==> src/design/jtag_tap_scan_sequencer_assert.svh <==
// Assertion macros for the JTAG TAP scan sequencer.
// Expects clk and rst_n in the scope of the module that uses them.
`ifndef JTAG_TAP_SCAN_SEQUENCER_ASSERT_SVH
`define JTAG_TAP_SCAN_SEQUENCER_ASSERT_SVH

// Same-cycle implication, checked outside reset.
`define JTSS_ASSERT_NOW(label, ante, cons, msg) \
    label: assert property (@(posedge clk) disable iff (!rst_n) (ante) |-> (cons)) \
        else $error(msg);

// Next-cycle implication, checked outside reset.
`define JTSS_ASSERT_NEXT(label, ante, cons, msg) \
    label: assert property (@(posedge clk) disable iff (!rst_n) (ante) |=> (cons)) \
        else $error(msg);

`endif

==> src/design/jtss_pkg.sv <==
// Package for the JTAG TAP scan sequencer: field widths, function codes,
// command kinds and TMS patterns. No dependencies.
package jtss_pkg;

    localparam int FUNC_W  = 3;
    localparam int LEN_W   = 6;
    localparam int WORD_W  = 32;
    localparam int TICKS_W = 16;
    localparam int KIND_W  = 3;

    localparam int DEF_MAX_SCAN_BITS = 32;
    localparam int DEF_RESET_PULSES  = 10;

    // Function codes carried on the func field
    localparam logic [FUNC_W-1:0] FUNC_RESET    = 3'd0;
    localparam logic [FUNC_W-1:0] FUNC_IR_SCAN  = 3'd1;
    localparam logic [FUNC_W-1:0] FUNC_DR_WRITE = 3'd2;
    localparam logic [FUNC_W-1:0] FUNC_DR_READ  = 3'd3;
    localparam logic [FUNC_W-1:0] FUNC_RUN_IDLE = 3'd4;
    localparam logic [FUNC_W-1:0] FUNC_DR_PAUSE = 3'd5;
    localparam logic [FUNC_W-1:0] FUNC_TICK     = 3'd6;

    typedef enum logic [KIND_W-1:0] {
        KIND_NONE     = 3'd0,
        KIND_RESET    = 3'd1,
        KIND_IR       = 3'd2,
        KIND_DR_WRITE = 3'd3,
        KIND_DR_READ  = 3'd4,
        KIND_IDLE     = 3'd5,
        KIND_PAUSE    = 3'd6
    } cmd_kind_t;

    // TMS patterns, bit i is pulse i
    localparam int IR_HEAD_LEN = 4;
    localparam int DR_HEAD_LEN = 3;
    localparam int PAUSE_LEN   = 7;
    localparam logic [IR_HEAD_LEN-1:0] IR_HEAD_TMS = 4'b0011;
    localparam logic [DR_HEAD_LEN-1:0] DR_HEAD_TMS = 3'b001;
    localparam logic [PAUSE_LEN-1:0]   PAUSE_TMS   = 7'b0110101;

endpackage

==> src/design/jtag_tap_scan_sequencer.sv <==
// JTAG TAP master scan sequencer, single module.
// Depends on jtss_pkg and jtag_tap_scan_sequencer_assert.svh.
//
// Command items (reset, IR scan, DR write, DR read, run idle, DR pause) load
// a TAP sequence and give no result; each tick item then gives one result
// with the TMS and TDI levels for one TCK pulse. Scans go LSB first, TMS
// rises on the last shift bit, then an update pulse and an idle pulse close
// the scan. A DR read packs the TDO level of each shift tick into the
// capture word, shown on the done tick. Commands that arrive while a
// sequence runs are dropped, as is func 7. The state update is one short
// pass from the state registers to the result register, so an item enters
// on every cycle in which the result register is empty or is being taken.
// in_stall rises only while a result waits under out_stall. A tick with no
// command loaded returns clock_pulse 0, TMS 0 and TDI 1.
module jtag_tap_scan_sequencer #(
    parameter int MAX_SCAN_BITS = jtss_pkg::DEF_MAX_SCAN_BITS,
    parameter int RESET_PULSES  = jtss_pkg::DEF_RESET_PULSES
) (
    input  logic                         clk,
    input  logic                         rst_n,
    input  logic                         in_valid,
    output logic                         in_stall,
    input  logic [jtss_pkg::FUNC_W-1:0]  func,
    input  logic [jtss_pkg::LEN_W-1:0]   scan_length,
    input  logic [jtss_pkg::WORD_W-1:0]  shift_word,
    input  logic [jtss_pkg::TICKS_W-1:0] idle_ticks,
    input  logic                         tdo_pin,
    output logic                         out_valid,
    input  logic                         out_stall,
    output logic                         tms_level,
    output logic                         tdi_level,
    output logic                         clock_pulse,
    output logic                         busy_res,
    output logic                         done_res,
    output logic [jtss_pkg::WORD_W-1:0]  capture_word
);
    import jtss_pkg::*;
    `include "jtag_tap_scan_sequencer_assert.svh"

    localparam int BitsW   = $clog2(MAX_SCAN_BITS + 1);
    localparam int StepMax = (RESET_PULSES + 2 > 8) ? RESET_PULSES + 2 : 8;
    localparam int StepW   = $clog2(StepMax);
    localparam int PosW    = LEN_W;
    localparam int IdxW    = $clog2(WORD_W);

    // Sequencer state
    cmd_kind_t            kind_reg, kind_next;
    logic [StepW-1:0]     step_reg, step_next;
    logic [BitsW-1:0]     bits_reg, bits_next;
    logic [WORD_W-1:0]    out_shift_reg, out_shift_next;
    logic [WORD_W-1:0]    in_shift_reg, in_shift_next;
    logic [TICKS_W-1:0]   ticks_reg, ticks_next;
    logic [PosW-1:0]      pos_reg, pos_next;

    // Result register
    logic                 out_valid_reg, out_valid_next;
    logic                 tms_reg, tdi_reg, pulse_reg, busy_reg, done_reg;
    logic [WORD_W-1:0]    cap_reg;

    logic                 in_accept;
    logic                 is_tick;
    logic                 is_cmd;
    logic [BitsW-1:0]     load_len;

    // Levels for the current tick, from state alone
    logic                 tms_o, tdi_o, done_o;
    logic [WORD_W-1:0]    cap_o;

    assign in_stall  = out_valid_reg && out_stall;
    assign in_accept = in_valid && !in_stall;
    assign is_tick   = (func == FUNC_TICK);
    assign is_cmd    = (func == FUNC_RESET) || (func == FUNC_IR_SCAN) ||
                       (func == FUNC_DR_WRITE) || (func == FUNC_DR_READ) ||
                       (func == FUNC_RUN_IDLE) || (func == FUNC_DR_PAUSE);

    // Clamp the scan length into 1..MAX_SCAN_BITS
    always_comb
    begin
        if (scan_length == '0)
        begin
            load_len = BitsW'(1);
        end
        else if (int'(scan_length) > MAX_SCAN_BITS)
        begin
            load_len = BitsW'(MAX_SCAN_BITS);
        end
        else
        begin
            load_len = BitsW'(scan_length);
        end
    end

    // Output decode: TMS, TDI and done for a tick in the current state
    always_comb
    begin
        tms_o  = 1'b0;
        tdi_o  = 1'b1;
        done_o = 1'b0;
        cap_o  = '0;
        case (kind_reg)
            KIND_RESET:
            begin
                if (int'(step_reg) < RESET_PULSES + 1)
                begin
                    tms_o = 1'b1;
                end
                else
                begin
                    done_o = 1'b1;
                end
            end
            KIND_IDLE:
            begin
                done_o = (ticks_reg == TICKS_W'(1));
            end
            KIND_PAUSE:
            begin
                tms_o  = PAUSE_TMS[step_reg[2:0]];
                done_o = (int'(step_reg) >= PAUSE_LEN - 1);
            end
            KIND_IR:
            begin
                if (int'(step_reg) < IR_HEAD_LEN)
                begin
                    tms_o = IR_HEAD_TMS[step_reg[1:0]];
                end
                else if (bits_reg != '0)
                begin
                    tdi_o = out_shift_reg[0];
                    tms_o = (bits_reg == BitsW'(1));
                end
                else if (int'(step_reg) == IR_HEAD_LEN)
                begin
                    tms_o = 1'b1;
                end
                else
                begin
                    done_o = 1'b1;
                end
            end
            KIND_DR_WRITE, KIND_DR_READ:
            begin
                if (int'(step_reg) < DR_HEAD_LEN)
                begin
                    tms_o = DR_HEAD_TMS[step_reg[1:0]];
                end
                else if (bits_reg != '0)
                begin
                    tdi_o = (kind_reg == KIND_DR_READ) ? 1'b0 : out_shift_reg[0];
                    tms_o = (bits_reg == BitsW'(1));
                end
                else if (int'(step_reg) == DR_HEAD_LEN)
                begin
                    tms_o = 1'b1;
                end
                else
                begin
                    done_o = 1'b1;
                    cap_o  = (kind_reg == KIND_DR_READ) ? in_shift_reg : '0;
                end
            end
            default:
            begin
                tms_o = 1'b0;
            end
        endcase
    end

    // Next state
    always_comb
    begin
        kind_next      = kind_reg;
        step_next      = step_reg;
        bits_next      = bits_reg;
        out_shift_next = out_shift_reg;
        in_shift_next  = in_shift_reg;
        ticks_next     = ticks_reg;
        pos_next       = pos_reg;

        if (in_accept && is_cmd && (kind_reg == KIND_NONE))
        begin
            // Idle state holds all-zero fields, so only load what differs
            case (func)
                FUNC_RESET:
                begin
                    kind_next = KIND_RESET;
                end
                FUNC_IR_SCAN:
                begin
                    kind_next      = KIND_IR;
                    bits_next      = load_len;
                    out_shift_next = shift_word;
                end
                FUNC_DR_WRITE:
                begin
                    kind_next      = KIND_DR_WRITE;
                    bits_next      = load_len;
                    out_shift_next = shift_word;
                end
                FUNC_DR_READ:
                begin
                    kind_next = KIND_DR_READ;
                    bits_next = load_len;
                end
                FUNC_RUN_IDLE:
                begin
                    if (idle_ticks != '0)
                    begin
                        kind_next  = KIND_IDLE;
                        ticks_next = idle_ticks;
                    end
                end
                FUNC_DR_PAUSE:
                begin
                    kind_next = KIND_PAUSE;
                end
                default:
                begin
                    kind_next = kind_reg;
                end
            endcase
        end
        else if (in_accept && is_tick && (kind_reg != KIND_NONE))
        begin
            if (done_o)
            begin
                kind_next      = KIND_NONE;
                step_next      = '0;
                bits_next      = '0;
                out_shift_next = '0;
                in_shift_next  = '0;
                ticks_next     = '0;
                pos_next       = '0;
            end
            else
            begin
                case (kind_reg)
                    KIND_IDLE:
                    begin
                        ticks_next = ticks_reg - TICKS_W'(1);
                    end
                    KIND_IR, KIND_DR_WRITE, KIND_DR_READ:
                    begin
                        // Shift phase advances the bit pointer, not the step
                        if ((int'(step_reg) >= ((kind_reg == KIND_IR) ? IR_HEAD_LEN
                                                                       : DR_HEAD_LEN))
                            && (bits_reg != '0))
                        begin
                            out_shift_next = out_shift_reg >> 1;
                            bits_next      = bits_reg - BitsW'(1);
                            pos_next       = pos_reg + PosW'(1);
                            if ((kind_reg == KIND_DR_READ) && (int'(pos_reg) < WORD_W))
                            begin
                                in_shift_next = in_shift_reg |
                                    (WORD_W'(tdo_pin) << pos_reg[IdxW-1:0]);
                            end
                        end
                        else
                        begin
                            step_next = step_reg + StepW'(1);
                        end
                    end
                    default:
                    begin
                        step_next = step_reg + StepW'(1);
                    end
                endcase
            end
        end
    end

    // Result register: load on a tick transfer, drop once taken
    always_comb
    begin
        out_valid_next = out_valid_reg;
        if (in_accept && is_tick)
        begin
            out_valid_next = 1'b1;
        end
        else if (!out_stall)
        begin
            out_valid_next = 1'b0;
        end
    end

    always_ff @(posedge clk or negedge rst_n)
    begin
        if (!rst_n)
        begin
            kind_reg      <= KIND_NONE;
            step_reg      <= '0;
            bits_reg      <= '0;
            out_shift_reg <= '0;
            in_shift_reg  <= '0;
            ticks_reg     <= '0;
            pos_reg       <= '0;
            out_valid_reg <= 1'b0;
        end
        else
        begin
            kind_reg      <= kind_next;
            step_reg      <= step_next;
            bits_reg      <= bits_next;
            out_shift_reg <= out_shift_next;
            in_shift_reg  <= in_shift_next;
            ticks_reg     <= ticks_next;
            pos_reg       <= pos_next;
            out_valid_reg <= out_valid_next;
        end
    end

    // Payload holds no reset
    always_ff @(posedge clk)
    begin
        if (in_accept && is_tick)
        begin
            if (kind_reg == KIND_NONE)
            begin
                tms_reg   <= 1'b0;
                tdi_reg   <= 1'b1;
                pulse_reg <= 1'b0;
                busy_reg  <= 1'b0;
                done_reg  <= 1'b0;
                cap_reg   <= '0;
            end
            else
            begin
                tms_reg   <= tms_o;
                tdi_reg   <= tdi_o;
                pulse_reg <= 1'b1;
                busy_reg  <= 1'b1;
                done_reg  <= done_o;
                cap_reg   <= cap_o;
            end
        end
    end

    assign out_valid    = out_valid_reg;
    assign tms_level    = tms_reg;
    assign tdi_level    = tdi_reg;
    assign clock_pulse  = pulse_reg;
    assign busy_res     = busy_reg;
    assign done_res     = done_reg;
    assign capture_word = cap_reg;

    // Checks on the sequencer
    `JTSS_ASSERT_NOW(a_idle_state_clear, kind_reg == KIND_NONE,
        (step_reg == '0) && (bits_reg == '0) && (in_shift_reg == '0) &&
        (ticks_reg == '0) && (pos_reg == '0), "idle state holds leftover fields")
    `JTSS_ASSERT_NOW(a_done_implies_pulse, out_valid && done_res,
        busy_res && clock_pulse, "done result without a TCK pulse")
    `JTSS_ASSERT_NEXT(a_done_clears_kind, in_accept && is_tick && (kind_reg != KIND_NONE) &&
        done_o, kind_reg == KIND_NONE, "finished command did not return to idle")
    `JTSS_ASSERT_NEXT(a_busy_drops_cmd, in_accept && is_cmd && (kind_reg != KIND_NONE),
        $stable(kind_reg) && $stable(bits_reg), "command taken while busy")

endmodule
==> config.mk <==
export PLATFORM = sky130hd
export DESIGN_NAME = jtag_tap_scan_sequencer
export DESIGN_NICKNAME = d
export VERILOG_FILES = /design/src/design/jtss_pkg.sv /design/src/design/jtag_tap_scan_sequencer.sv
export VERILOG_INCLUDE_DIRS = /design/src /design/src/design
export SDC_FILE = /design/constraint.sdc
export NUM_CORES = 1
export LEC_CHECK = 0
export CAP_MARGIN = 5
export CORE_ASPECT_RATIO = 0.8
export CORE_UTILIZATION = 35
export DETAILED_ROUTE_END_ITERATION = 10
export DONT_BUFFER_PORTS = 1
export SETUP_SLACK_MARGIN = 0.4
export SLEW_MARGIN = 15
export SYNTH_ARGS = -nofsm -noshare
export SYNTH_HDL_FRONTEND = slang
export SYNTH_SLANG_ARGS = --single-unit
==> constraint.sdc <==
create_clock -name clk -period 3.7 [get_ports clk]
set_clock_uncertainty 0.2 [all_clocks]
set_input_delay 0.185 -clock clk [delete_from_list [all_inputs] [get_ports clk]]
set_output_delay 0.185 -clock clk [all_outputs]
set_load 0.005 [all_outputs]
==> flow_summary.yaml <==
run_status:
  status: "finished clean"
setup_path:
  critPathKind: "flip-flop to flip-flop"
  startpoint_type: "flip-flop"
  cp.required_ns: 3.80
  path_max_fanout: 63
  cp-end-kind: "flip-flop"
  cp.arrival_ns: 3.19
  regToRegSetupSlack_ns: 0.61
power:
  p_per_area_nw_per_um2: 599
  vdd_drop_max_uv: 338
  pwr-share-clk: 0.356
  p_sw_mw: 1.62
  p_leak_nw: 3.66
  p_int_mw: 3.64
  power_mw: 5.26
  p_seq_frac: 0.388
  share_comb_of_total_power: 0.257
  sw_frac_of_total: 0.307
timing:
  timing.hold.ws_ns: 0.0272
  fin_setup_tns_ns: 0
  report.final.slew_viol_count: 0
  fmax_mhz: 324
  tightest_slew_ns: 0.768
  max-slew-margin-rel: 0.486
  min_period_over_period: 0.835
  rsz0062_at_grt: "false"
  fin_crit_ns: 3.09
  setup_viol: 0
  finalHoldViolCount: 0
final_layout:
  final_util: 0.440
  layout_commonest_cell: "dfrtp_1"
  num_antenna_cells: 0
  fin_nets: 797
  layout_common_cells: "dfrtp_1 (100), nor2_1 (61), dlygate4sd3_1 (61), a21oi_1 (56), edfxtp_1 (36)"
  area_growth_pct: 22.5
  design_area_um2: 8780
  drive_gt1_frac: 0.154
synthesis:
  syn_nets: 733
  ys_warn_count: 0
  synth_cells: 656
  async_reset_ff_frac: 0.735
  ys_seq_elements: 136
  synth_flop_cell: "dfrtp_1"
  synth-seq-area-share: 0.500
  synth_edf_count: 36
  postSynthAreaPerCell_um2: 10.9
  synth_cell_type_count: 78
  synth_area_um2: 7170
drt:
  wl_per_cell_um: 17.8
  drtIter0Drc: 486
  drt-total-wl_mm: 17.8
  drc: 0
  first_pass_iters: 4
  num_vias: 5533
  postRouteAntennaNets: 0
  routed_via_density: 5.55
place:
  io_buffers: 0
  post_dp_cell_area_um2: 7370
  dp_hpwl_mm: 11.5
  place_congestion: 0.922
clock_network:
  ctsHtreeMaxLevel: 4
  cts_root_buffer: "clkbuf_16"
  clock_sinks: 136
  cts_made_buffers: 17
  path_clk_slew_ns: 0.07
  clock_path_buffers: 2
  insertion_delay_ns: 0.42
  cts_tree: "yes"
global_routing:
  grt_pass1_wl_mm: 29.0
  grt_pass1_vias: 5519
  antenna_found_initial: 0
  overflow: 0
  grt_use_total: 0.177
  grt_max_degree: 101
die:
  fp.dieArea_um2: 21100
  start_util: 0.359
  die_h_um: 130
  pin_count: 101
  rows: 46
  die_w_um: 162
  coreArea_um2: 20000
run:
  cap_viol_max_count: 0
hold_path:
  min_path_type: "input port to flip-flop"
## final timing paths
kind,start,endpoint,cells past startpoint
min in group asynchronous,rst_n,ticks_reg[8],2
max in group asynchronous,rst_n,out_valid,2
worst max-delay path,kind_reg[0],kind_reg[2],7
worst max register to register,kind_reg[0],kind_reg[2],7
worst min-delay path,func[1],step_reg[1],3
worst min register to register,in_shift_reg[29],in_shift_reg[29],2
## Yosys cell counts (all sizes together) (6+ instances only)
| cell | number | share of area |
|---|---|---|
| a21oi | 56 | 0.039 |
| a22o | 31 | 0.038 |
| a31oi | 6 | 0.0052 |
| a32oi | 7 | 0.0086 |
| and2 | 35 | 0.031 |
| buf | 24 | 0.025 |
| clkbuf | 16 | 0.0084 |
| dfrtp | 100 | 0.35 |
| edfxtp | 36 | 0.15 |
| ha | 15 | 0.026 |
| inv | 20 | 0.010 |
| mux2 | 32 | 0.065 |
| nand2 | 33 | 0.017 |
| nand3 | 12 | 0.012 |
| nand4 | 8 | 0.0070 |
| nor2 | 64 | 0.037 |
| nor3 | 19 | 0.016 |
| nor3b | 8 | 0.0098 |
| nor4 | 7 | 0.0061 |
| o211ai | 7 | 0.0073 |
| o21ai | 25 | 0.021 |
| o22ai | 6 | 0.0052 |
| o31ai | 8 | 0.0091 |
| or3 | 9 | 0.0086 |
## area by class of cell
| type | instances | area [um^2] |
|---|---|---|
| Clock buffer | 18 | 439 |
| Clock inverter | 14 | 211 |
| Fill cell | 1806 | 11200 |
| Inverter | 20 | 75.1 |
| Multi-Input combinational cell | 460 | 3310 |
| Sequential cell | 136 | 3580 |
| Tap cell | 264 | 330 |
| Timing Repair Buffer | 85 | 836 |
## cell families (layout without fill, tap and decap cells)
kind of cell | Yosys count | in the layout | share of synthesized area
buffers and inverters | 60 | 137 | 0.0443
DFF | 136 | 136 | 0.500
adders and majority gates | 15 | 15 | 0.0262
muxes | 34 | 34 | 0.0682
AOI/OAI and AO/OA | 179 | 179 | 0.177
xor gates and xnor gates | 6 | 6 | 0.00733
and+or+nand+nor | 226 | 226 | 0.177
## worst max-delay path, cell delays in order (launching register included)
cell and delay [ns]:
dfrtp_1 0.47, or3_1 0.52, nor3_4 0.22, buf_4 0.57, o31ai_1 0.21, a22o_1 0.34, nor2_1 0.12, mux2_1 0.33
## metrics by stage
stage	instances	setup slack [ns]
finish	997	0.610
global route	997	0.394
CTS	984	0.354
detailed placement	890	0.388
global placement	890	0.568
floorplan	656	0.851
## timing repair
action	CTS	global route
setup buffers	0	13
pin swaps	0	2
gates resized for setup	1	5
hold endpoints to repair	158	0
setup endpoints to repair	13	51
hold buffers	62	0
cloned	0	0
## power groups by stage
stage | Sequential, mW | Clock (mW) | Combinational [mW]
final | 2.04 | 1.87 | 1.35
after global routing | 2.07 | 1.98 | 1.49
after CTS | 2.03 | 1.92 | 1.33
after detailed placement | 2.05 | 0 | 1.24
after global placement | 2.04 | 0 | 1.20
after floorplan | 1.97 | 0 | 1.08
## metal layers
layer	track usage	vias up	routed length, um
met2	0.278	210	8140
met4	0.0610	0	246
met5	0	-	0
met1	0.236	2746	8280
li1	-	2555	-
met3	0.0470	22	1080
Power figures use the tool's default switching activity.
